### src/rtl/core/rdft_pkg.sv
// Shared types, constants and twiddle functions for the real-input DFT accumulator.
package rdft_pkg;

    // Field and datapath widths
    localparam int SAMPLE_W   = 16;
    localparam int TW_W       = 16;
    localparam int PROD_W     = 32;
    localparam int ACC_W      = 37;
    localparam int BIN_W      = 5;
    localparam int TDATA_IN_W = 16;
    localparam int TDATA_OUT_W = 80;
    localparam int POINTS_DEF = 32;

    // Twiddle ROM geometry: 64 phase steps, quarter wave of 17 entries
    localparam int PHASE_W   = 6;
    localparam int ROM_STEPS = 64;
    localparam logic [PHASE_W-1:0] SIN_SHIFT = 6'd48;

    localparam logic signed [TW_W-1:0] QUARTER_COS [17] = '{
        16'sd32767, 16'sd32609, 16'sd32137, 16'sd31356, 16'sd30273, 16'sd28898,
        16'sd27245, 16'sd25329, 16'sd23170, 16'sd20787, 16'sd18204, 16'sd15446,
        16'sd12539, 16'sd9512,  16'sd6393,  16'sd3212,  16'sd0
    };

    // Block control states
    typedef enum logic [1:0] {
        ST_ACCUM,
        ST_FLUSH,
        ST_DRAIN
    } t_state;

    // Per-cycle control broadcast to every bin cell
    typedef struct packed {
        logic load;     // sample accepted: latch twiddles, advance index
        logic restart;  // accepted sample closes the block: index back to zero
        logic mul_en;   // product stage holds a valid sample
        logic acc_en;   // accumulate stage holds a valid product
        logic shift;    // move accumulators one cell toward the output
    } t_cell_ctl;

    // Cosine of ROM phase p, Q1.15
    function automatic logic signed [TW_W-1:0] f_cos(input logic [PHASE_W-1:0] p);
        logic [1:0]              q;
        logic [3:0]              r;
        logic [4:0]              rr;
        logic signed [TW_W-1:0]  v;
        q  = p[5:4];
        r  = p[3:0];
        rr = 5'd16 - {1'b0, r};
        unique case (q)
            2'd0: v = QUARTER_COS[r];
            2'd1: v = -QUARTER_COS[rr];
            2'd2: v = -QUARTER_COS[r];
            default: v = QUARTER_COS[rr];
        endcase
        return v;
    endfunction

    // Negated sine of ROM phase p, Q1.15
    function automatic logic signed [TW_W-1:0] f_neg_sin(input logic [PHASE_W-1:0] p);
        logic [PHASE_W-1:0] ps;
        ps = p + SIN_SHIFT;
        return -f_cos(ps);
    endfunction

endpackage

### src/rtl/core/rdft_cell.sv
// One bin cell: twiddle index, two multipliers and the bin's real/imag accumulators.
module rdft_cell #(
    parameter int POINTS = rdft_pkg::POINTS_DEF,
    parameter int K      = 0
) (
    input  logic                               i_clk,
    input  logic                               i_rst_n,
    input  rdft_pkg::t_cell_ctl                i_ctl,
    input  logic signed [rdft_pkg::SAMPLE_W-1:0] i_x,
    input  logic signed [rdft_pkg::ACC_W-1:0]  i_next_re,
    input  logic signed [rdft_pkg::ACC_W-1:0]  i_next_im,
    output logic signed [rdft_pkg::ACC_W-1:0]  o_acc_re,
    output logic signed [rdft_pkg::ACC_W-1:0]  o_acc_im
);
    import rdft_pkg::*;

    localparam int KW = $clog2(POINTS);

    logic [KW-1:0]              r_m;
    logic [KW:0]                w_sum;
    logic [KW:0]                w_wrap;
    logic [PHASE_W-1:0]         w_tab [POINTS];
    logic [PHASE_W-1:0]         w_phase;
    logic signed [TW_W-1:0]     r_tw_re;
    logic signed [TW_W-1:0]     r_tw_im;
    logic signed [PROD_W-1:0]   r_prod_re;
    logic signed [PROD_W-1:0]   r_prod_im;
    logic signed [ACC_W-1:0]    r_acc_re;
    logic signed [ACC_W-1:0]    r_acc_im;

    // Map twiddle index to nearest ROM phase, built at elaboration
    for (genvar j = 0; j < POINTS; j++) begin : g_tab
        assign w_tab[j] = PHASE_W'((j * ROM_STEPS + POINTS / 2) / POINTS);
    end

    assign w_phase = w_tab[r_m];

    // Advance index by k modulo the block length
    assign w_sum  = {1'b0, r_m} + (KW+1)'(K);
    assign w_wrap = (w_sum >= (KW+1)'(POINTS)) ? (w_sum - (KW+1)'(POINTS)) : w_sum;

    // Hold the index of the next sample, latch twiddles on accept
    always_ff @(posedge i_clk) begin
        if (!i_rst_n) begin
            r_m <= '0;
        end else if (i_ctl.load) begin
            r_m <= i_ctl.restart ? '0 : w_wrap[KW-1:0];
        end
    end

    always_ff @(posedge i_clk) begin
        if (i_ctl.load) begin
            r_tw_re <= f_cos(w_phase);
            r_tw_im <= f_neg_sin(w_phase);
        end
    end

    // Register products
    always_ff @(posedge i_clk) begin
        if (i_ctl.mul_en) begin
            r_prod_re <= i_x * r_tw_re;
            r_prod_im <= i_x * r_tw_im;
        end
    end

    // Accumulate, or shift toward the output while draining
    always_ff @(posedge i_clk) begin
        if (!i_rst_n) begin
            r_acc_re <= '0;
            r_acc_im <= '0;
        end else if (i_ctl.shift) begin
            r_acc_re <= i_next_re;
            r_acc_im <= i_next_im;
        end else if (i_ctl.acc_en) begin
            r_acc_re <= r_acc_re + ACC_W'(r_prod_re);
            r_acc_im <= r_acc_im + ACC_W'(r_prod_im);
        end
    end

    assign o_acc_re = r_acc_re;
    assign o_acc_im = r_acc_im;

endmodule

### config.mk
export PLATFORM = sky130hd
export DESIGN_NAME = rdft_cell
export DESIGN_NICKNAME = d
export VERILOG_FILES = /design/src/rtl/core/rdft_pkg.sv /design/src/rtl/core/rdft_cell.sv
export SDC_FILE = /design/constraint.sdc
export NUM_CORES = 1
export LEC_CHECK = 0
export BUFFER_PORTS_ARGS = -buffer_cell sky130_fd_sc_hd__buf_2
export CORE_MARGIN = 2
export CORE_UTILIZATION = 60
export CTS_CLUSTER_SIZE = 14
export DETAILED_ROUTE_END_ITERATION = 10
export GPL_TIMING_DRIVEN = 1
export HOLD_SLACK_MARGIN = 0.12
export PLACE_DENSITY = 0.8
export SLEW_MARGIN = 10
export SYNTH_ARGS = -nofsm -noshare
export SYNTH_HDL_FRONTEND = slang
export SYNTH_SLANG_ARGS = --single-unit
### constraint.sdc
create_clock -name i_clk -period 9.57 [get_ports i_clk]
set_input_delay 1.914 -clock i_clk [delete_from_list [all_inputs] [get_ports i_clk]]
set_output_delay 1.914 -clock i_clk [all_outputs]
set_load 0.02 [all_outputs]
==> metrics.md, run 1 <==
| Metric | Value |
|---|---|
| Worst EP required | `9.68 ns` |
| Most frequent cells in the layout | `221 x inv_1, 173 x ha_1, 166 x buf_2` |
| CP top delay family | `adder cells` |
| Setup WS post-layout | `1.63 ns` |
| Post-CTS resize count | `0` |
| Hold crit path type | `reg2reg` |
| Worst R2R Setup Slack | `6.39 ns` |
| Clock Skew | `0.0126 ns` |
| Max Root-Sink Buffers | `2` |
| H-tree levels | `3` |
| CTS tree | `built` |
| Clock sink count | `106` |
| Root buf cell | `clkbuf_16` |
| Startpoint types | `primary input` |
| Vias per cell | `5.52` |
| Critical R2R Launch | `r_prod_re[0]` |
| # IOs | `171` |
| Dpl cells | `1797` |
| Antenna cells | `0` |
| Global-route wire length before repair | `46600 um` |
| Endpoints failing setup | `0` |
| Async SR Flop Fraction | `0` |
| Antenna violations before repair | `0` |
| Avg Cell Area, Syn | `9.23 um^2` |
| Die height | `150 um` |
| TNS Setup | `0 ns` |
| HP Start | `o_acc_im[14]` |
| Most used cell, CP | `fa_1` |
| Critical-path maximum fanout | `7` |
| DRC viols | `0` |
| Hold Buf Count CTS | `0` |
| # Post-CTS Setup Buffers | `0` |
| Pin count of the biggest net entering global routing | `77` |
| Row count | `53` |
| Clk slew on worst S/H paths | `0.08 ns` |
| Worst slack at placement | `1.28 ns` |
| WS Path Type | `in2reg` |
| Vias in the first global route | `9808` |
| Post-route ant nets | `0` |
| CP arrival | `8.05 ns` |
| Post-synth EDFFs | `32` |
| First DRT Iteration DRCs | `452` |
| Slowest stage cell, crit path | `fa_1` |
| Worst-margin pin slew | `0.984 ns` |
| Worst setup EP type | `flop` |
| Routability cong. | `0.950` |
| Routed via count | `10006` |
| Slew HR | `0.344` |
| Dpl hpwl | `24100 um` |
| Final instance count without filler cells | `1813` |
| Hold path endpoint | `o_acc_im[14]` |
| Starting Density | `0.610` |
| Cell area after synthesis | `12800 um^2` |
| Total CTS buffers | `9` |
| Max Clock Freq | `0.126 GHz` |
| RSZ-0062 raised after global routing | `no` |
| Die area | `22500 um^2` |
| Port buffer count | `168` |
| Net count, final | `1937` |
| Ys Warns | `0` |
| Most used DFF post-synth | `dfxtp_1` |
| Final hold violations | `0` |
| Seq cells post-synth | `106` |
| Area grow syn2layout | `10.4%` |
| Netlist cell types | `66` |
| WL/cell | `16.0 um` |
| Cells after Synth | `1389` |
| Congestion Overflow GR | `0` |
| Largest stage delay, worst path | `0.66 ns` |
| WP buf/inv | `5` |
| Syn_nets | `1793` |
| Core Box Area | `21000 um^2` |
| Max-slew violation count | `0` |
| Pre-Repair DR Iteration Count | `5` |
| Outcome | `finished clean` |
| Worst r2r path cells | `13` |
| Clk_lat worst skew | `0.35 ns` |
| WL final | `29100 um` |
| Share of post-route cells with drive strength above 1 | `0.137` |
| Fin crit share | `0.830` |
| Fin util | `0.673` |
| R2R Path End | `o_acc_re[36]` |
| Critical-path cell list | `buf_2 > inv_1 > fa_1 > inv_1 > ha_1 > xnor2_1 > fa_1 > fa_1 > fa_1 > inv_1 > fa_1 > inv_1 > ha_1 > a211oi_1 > o21ai_1 > a2111oi_0 > a21oi_1 > nand3_1 > nand4_1 > a31o_2 > nand3_1 > o21ai_0 > xnor2_1` |
| Tmin final | `7.94 ns` |
| Max Cap Viol | `0` |
| Hold depth | `2` |
| Most common cell after layout, fill and taps aside | `inv_1` |
| Register area share after synthesis | `0.191` |
| Total GRT Usage | `0.261` |
| Die Wd | `150 um` |
[worst reg2reg max path: stages, from the launching register on]
cell and delay, ns:
edfxtp_1 0.38, ha_1 0.21, inv_1 0.06, fa_1 0.38, nor2b_1 0.19, o21ai_1 0.10, a21oi_1 0.24, o31ai_1 0.17
nor3_1 0.20, nor2_1 0.12, a21oi_1 0.34, a41oi_1 0.28, o21ai_0 0.23, o311ai_0 0.15
[final cells by class]
class	instances	area, um^2
inverters	222	833
multi-input cells	1023	9360
clock buffers	9	225
flip-flops and latches	106	2440
clock inverters	7	75.1
well taps	275	344
repair buffers	171	868
fillers	1692	6870
[layer usage]
layer  GRT usage  up-vias  wire [um]
met1       0.332     4705      12700
met4      0.0797        0        761
met3      0.0364       49       1680
met2       0.461      315      13900
met5           0        -          0
li1            -     4937          -
[Yosys cell counts (9+ instances only)]
| cell type | instances | area (um^2) |
|---|---|---|
| nand3_1 | 22 | 110 |
| nand2_1 | 61 | 229 |
| nor2_1 | 99 | 372 |
| clkbuf_1 | 28 | 105 |
| o21ai_1 | 10 | 50.1 |
| o21ai_0 | 54 | 270 |
| a211oi_1 | 15 | 113 |
| dfxtp_1 | 74 | 1480 |
| a21o_1 | 39 | 293 |
| inv_1 | 221 | 830 |
| edfxtp_1 | 32 | 961 |
| a21oi_1 | 107 | 536 |
| a31oi_1 | 16 | 100 |
| o21a_1 | 9 | 67.6 |
| mux2i_1 | 45 | 450 |
| xnor2_1 | 61 | 534 |
| or2_2 | 16 | 100 |
| fa_1 | 134 | 2680 |
| ha_1 | 173 | 2160 |
| and3_1 | 12 | 75.1 |
| xor2_1 | 52 | 455 |
[cell families after synthesis]
| group | share of synthesized area |
|---|---|
| buffers and inverters | 0.0790 |
| xor gates and xnor gates | 0.0772 |
| AOI/OAI and AO/OA | 0.149 |
| and+or+nand+nor | 0.0888 |
| DFF | 0.191 |
| adders and majority gates | 0.380 |
| muxes | 0.0360 |
[flip-flops by register name, summed over array words and instances (netlist names)]
name,count
r_prod_re,32
o_acc_re,37
o_acc_im,37
[how the worst max path moves through the flow]
stage | endpoint | startpoint | cells after the start
after floorplan | r_prod_re[31] | i_x[6] | 22
after global placement | r_prod_re[31] | i_x[5] | 23
after detailed placement | r_prod_re[31] | i_x[5] | 23
after CTS | r_prod_re[31] | i_x[5] | 23
after global routing | r_prod_re[31] | i_x[5] | 23
final | r_prod_re[31] | i_x[5] | 23
[stage by stage]
stage	area, um^2	hold WS, ns
after floorplan	12800	0.584
after global placement	13800	0.467
after detailed placement	13800	0.473
after CTS	14100	0.494
after global routing	14100	0.509
final	14100	0.489
Power of run 1 is left out: the tool's default activity adds up to more than one toggle a clock period on the data nets, which glitch-free logic cannot reach.
==> run 2: changes to the inputs <==
==> constraint.sdc (replaced) <==
create_clock -name i_clk -period 8.1 [get_ports i_clk]
set_input_delay 1.62 -clock i_clk [delete_from_list [all_inputs] [get_ports i_clk]]
set_output_delay 1.62 -clock i_clk [all_outputs]
set_load 0.02 [all_outputs]
==> metrics.md, run 2 (synthesized netlist as in run 1, its figures left out) <==
| Metric | Value |
|---|---|
| Worst r2r path cells | `13` |
| Row count | `53` |
| Met3 WL | `1690 um` |
| Worst setup EP type | `flop` |
| Global-route wire length before repair | `47000 um` |
| Die Wd | `150 um` |
| Most common cell after layout, fill and taps aside | `inv_1` |
| Routed via count | `9980` |
| Clk_lat worst skew | `0.35 ns` |
| First DRT Iteration DRCs | `443` |
| Congestion Overflow GR | `0` |
| Fin crit share | `0.941` |
| H-tree levels | `3` |
| Max-slew violation count | `0` |
| Vias per cell | `5.46` |
| Clock sink count | `106` |
| Max Root-Sink Buffers | `2` |
| Share of post-route cells with drive strength above 1 | `0.145` |
| Worst R2R Setup Slack | `4.96 ns` |
| Pre-Repair DR Iteration Count | `5` |
| Total GRT Usage | `0.264` |
| Root buf cell | `clkbuf_16` |
| Endpoints failing setup | `0` |
| Antenna cells | `0` |
| Antenna violations before repair | `0` |
| DRC viols | `0` |
| Core Box Area | `21000 um^2` |
| Max Cap Viol | `0` |
| Tmin final | `7.62 ns` |
| Port buffer count | `168` |
| Uppermost layer routed | `met4` |
| Critical R2R Launch | `r_prod_re[0]` |
| Final hold violations | `0` |
| WL/cell | `16.0 um` |
| # IOs | `171` |
| HP Start | `o_acc_im[0]` |
| Hold crit path type | `reg2reg` |
| Worst EP required | `8.21 ns` |
| Dpl hpwl | `24500 um` |
| Clock Skew | `0.0119 ns` |
| Outcome | `finished clean` |
| CP arrival | `7.73 ns` |
| Vias in the first global route | `9773` |
| Total CTS buffers | `9` |
| Clk slew on worst S/H paths | `0.08 ns` |
| Die area | `22500 um^2` |
| Post-route ant nets | `0` |
| Hold path endpoint | `o_acc_im[0]` |
| Critical-path maximum fanout | `6` |
| Die height | `150 um` |
| Wire length on met2 | `14300 um` |
| R2R Path End | `o_acc_re[32]` |
| Post-CTS resize count | `0` |
| WS Path Type | `in2reg` |
| Hold depth | `2` |
| RSZ-0062 raised after global routing | `no` |
| Startpoint types | `primary input` |
| Most frequent cells in the layout | `221 x inv_1, 173 x ha_1, 166 x buf_2` |
| Max Clock Freq | `0.131 GHz` |
| Worst-margin pin slew | `1.00 ns` |
| Net count, final | `1951` |
| Starting Density | `0.610` |
| # Post-CTS Setup Buffers | `0` |
| WL final | `29300 um` |
| Pin count of the biggest net entering global routing | `77` |
| Routability cong. | `0.972` |
| Area grow syn2layout | `11.1%` |
| TNS Setup | `0 ns` |
| Hold Buf Count CTS | `0` |
| Wl on met1 | `12800 um` |
| Slew HR | `0.331` |
| CTS tree | `built` |
-- run 2: cell types whose count changed in the layout (fill, tap and decap cells not counted) --
cell        previous run  this run
buf_4                  5        19
clkinv_4               0         3
inv_6                  2         0
bufinv_16              1         0
clkinv_2               2         1
clkinvlp_4             0         1
inv_4                  1         0
inv_8                  1         2
-- run 2: worst max-delay path, cell delays in order --
cell	delay [ns]
buf_2	0.13
inv_1	0.16
fa_1	0.66
inv_1	0.14
ha_1	0.33
xnor2_1	0.21
fa_1	0.49
fa_1	0.52
fa_1	0.54
inv_1	0.05
fa_1	0.52
inv_1	0.04
ha_1	0.37
a211oi_1	0.24
o21ai_1	0.13
a2111oi_0	0.44
a21oi_1	0.22
nand3_1	0.14
nand4_1	0.13
a31o_2	0.29
nand3_1	0.10
o21ai_0	0.11
xnor2_1	0.13
-- run 2: worst max-delay path by stage --
| stage | startpoint | endpoint | slack, ns | depth (start not counted) |
|---|---|---|---|---|
| 2_1_floorplan | i_x[6] | r_prod_re[31] | 0.87 | 22 |
| 3_3_place_gp | i_x[8] | r_prod_re[31] | 0.25 | 24 |
| 3_5_place_dp | i_x[6] | r_prod_re[31] | 0.16 | 23 |
| 4_1_cts | i_x[6] | r_prod_re[31] | 0.51 | 23 |
| 5_1_grt | i_x[6] | r_prod_re[31] | 0.06 | 23 |
| 6_report | i_x[6] | r_prod_re[31] | 0.48 | 23 |
-- run 2: through the flow --
step | cells | utilization | area (um^2) | setup WS, ns | hold slack (ns)
finish | 1827 | 0.677 | 14200 | 0.479 | 0.488
global route | 1827 | 0.677 | 14200 | 0.0616 | 0.513
CTS | 1827 | 0.677 | 14200 | 0.513 | 0.494
detailed placement | 1811 | 0.664 | 14000 | 0.157 | 0.478
global placement | 1811 | 0.664 | 14000 | 0.255 | 0.467
floorplan | 1389 | - | 12800 | 0.874 | 0.584
-- run 2: final cells by class --
| class | count | area (um^2) |
|---|---|---|
| multi-input cells | 1023 | 9360 |
| inverters | 222 | 833 |
| fillers | 1690 | 6780 |
| clock buffers | 9 | 225 |
| clock inverters | 7 | 61.3 |
| repair buffers | 185 | 973 |
| flip-flops and latches | 106 | 2440 |
| well taps | 275 | 344 |
-- run 2: routing by layer --
layer  global-route usage  up-vias
met2                0.475      302
met4               0.0585        0
met3               0.0361       35
li1                     -     4954
met5                    0        -
met1                0.337     4689
Power of run 2 is left out for the same reason.
==> run 3: changes to the inputs <==
--- a/config.mk
+++ b/config.mk
@@ -7,12 +7,12 @@
 export LEC_CHECK = 0
 export BUFFER_PORTS_ARGS = -buffer_cell sky130_fd_sc_hd__buf_2
 export CORE_MARGIN = 2
-export CORE_UTILIZATION = 60
+export CORE_UTILIZATION = 45
 export CTS_CLUSTER_SIZE = 14
 export DETAILED_ROUTE_END_ITERATION = 10
 export GPL_TIMING_DRIVEN = 1
 export HOLD_SLACK_MARGIN = 0.12
-export PLACE_DENSITY = 0.8
+export PLACE_DENSITY = 0.62
 export SLEW_MARGIN = 10
 export SYNTH_ARGS = -nofsm -noshare
 export SYNTH_HDL_FRONTEND = slang
==> metrics.md, run 3 (synthesized netlist as in run 1, its figures left out) <==
| Metric | Value |
|---|---|
| Antenna violations before repair | `0` |
| WS Path Type | `in2reg` |
| Critical R2R Launch | `r_prod_re[6]` |
| Die height | `173 um` |
| Max Cap Viol | `0` |
| Outcome | `finished clean` |
| Dpl hpwl | `25300 um` |
| Worst EP required | `8.19 ns` |
| Most common cell after layout, fill and taps aside | `inv_1` |
| Routed via count | `9721` |
| Share of post-route cells with drive strength above 1 | `0.143` |
| Starting Density | `0.459` |
| Critical Path Source | `i_x[6]` |
| Pin count of the biggest net entering global routing | `63` |
| Total GRT Usage | `0.203` |
| Total CTS buffers | `9` |
| HP Start | `o_acc_im[34]` |
| Max-slew violation count | `0` |
| Critical-path maximum fanout | `6` |
| Die area | `29800 um^2` |
| Filler instances | `2665` |
| Clk slew on worst S/H paths | `0.07 ns` |
| Slew HR | `0.468` |
| Max Clock Freq | `0.132 GHz` |
| Area grow syn2layout | `11.9%` |
| TNS Setup | `0 ns` |
| Global-route wire length before repair | `49500 um` |
| Clock sink count | `106` |
| Endpoints failing setup | `0` |
| Port buffer count | `168` |
| Hold Buf Count CTS | `0` |
| Startpoint types | `primary input` |
| DRC viols | `0` |
| Root buf cell | `clkbuf_16` |
| Post-route ant nets | `0` |
| WL/cell | `15.6 um` |
| Fin crit share | `0.937` |
| Row count | `61` |
| Core Box Area | `27900 um^2` |
| WL final | `30000 um` |
| # IOs | `171` |
| Worst setup EP type | `flop` |
| Clock Skew | `0.0141 ns` |
| Tmin final | `7.59 ns` |
| Vias in the first global route | `9540` |
| Clk_lat worst skew | `0.35 ns` |
| Max Root-Sink Buffers | `2` |
| Post-CTS resize count | `0` |
| Dpl cell area | `14100 um^2` |
| Vias per cell | `5.04` |
| Pre-Repair DR Iteration Count | `5` |
| CP arrival | `7.68 ns` |
| Routability cong. | `0.955` |
| Worst-margin pin slew | `0.798 ns` |
| Die Wd | `173 um` |
| RSZ-0062 raised after global routing | `no` |
| Final Cell Area | `14300 um^2` |
| # Post-CTS Setup Buffers | `0` |
| Final hold violations | `0` |
| Hold crit path type | `reg2reg` |
| Net count, final | `1949` |
| First DRT Iteration DRCs | `531` |
| Congestion Overflow GR | `0` |
| H-tree levels | `3` |
| CTS tree | `built` |
| Antenna cells | `0` |
| Most frequent cells in the layout | `221 x inv_1, 173 x ha_1, 166 x buf_2` |
## run 3: changes by cell type in the layout (fill, tap and decap cells not counted)
cell / before / now
buf_4: 19 / 17
clkinvlp_4: 1 / 0
inv_6: 0 / 1
inv_8: 2 / 1
## run 3: final cells by class
class                      count  area, um^2  area share
clock inverter                 6        51.3     0.00358
clock buffer                   9         225      0.0157
inverter                     222         833      0.0581
tap                          378         473      0.0330
sequential                   106        2440       0.170
multi-input combinational   1023        9360       0.653
timing repair buffer         183         958      0.0668
## run 3: worst max-delay path, cell delays in order
cell and delay [ns]:
buf_2 0.14, inv_1 0.17, fa_1 0.65, inv_1 0.13
ha_1 0.33, xnor2_1 0.24, fa_1 0.48, fa_1 0.53
fa_1 0.54, inv_1 0.05, fa_1 0.53, inv_1 0.04
ha_1 0.36, a211oi_1 0.23, o21ai_1 0.12, a2111oi_0 0.43
a21oi_1 0.20, nand3_1 0.14, nand4_1 0.11, a31o_2 0.28
nand3_1 0.11, o21ai_0 0.12, xnor2_1 0.14
## run 3: worst paths after layout
kind	end	slack (ns)	cells after the start
setup / recovery	r_prod_re[31]	0.51	23
hold reg to reg	o_acc_im[34]	0.49	2
hold / removal	o_acc_im[34]	0.49	2
setup reg to reg	o_acc_re[29]	4.92	10
## run 3: through the flow
stage	std cells	hold WS (ns)	setup WS [ns]	utilization
floorplan	1389	0.584	0.874	-
global placement	1912	0.468	0.254	0.504
detailed placement	1912	0.475	0.195	0.504
CTS	1927	0.492	0.532	0.513
global route	1927	0.516	0.125	0.513
finish	1927	0.488	0.510	0.513
## run 3: per-layer routing
layer,track usage,vias to the layer above,part of all wire
met1,0.286,4510,0.49
met4,0.0339,0,0.0082
li1,-,4954,-
met3,0.0229,14,0.043
met2,0.341,243,0.46
met5,0,-,0
Power of run 3 is left out for the same reason.
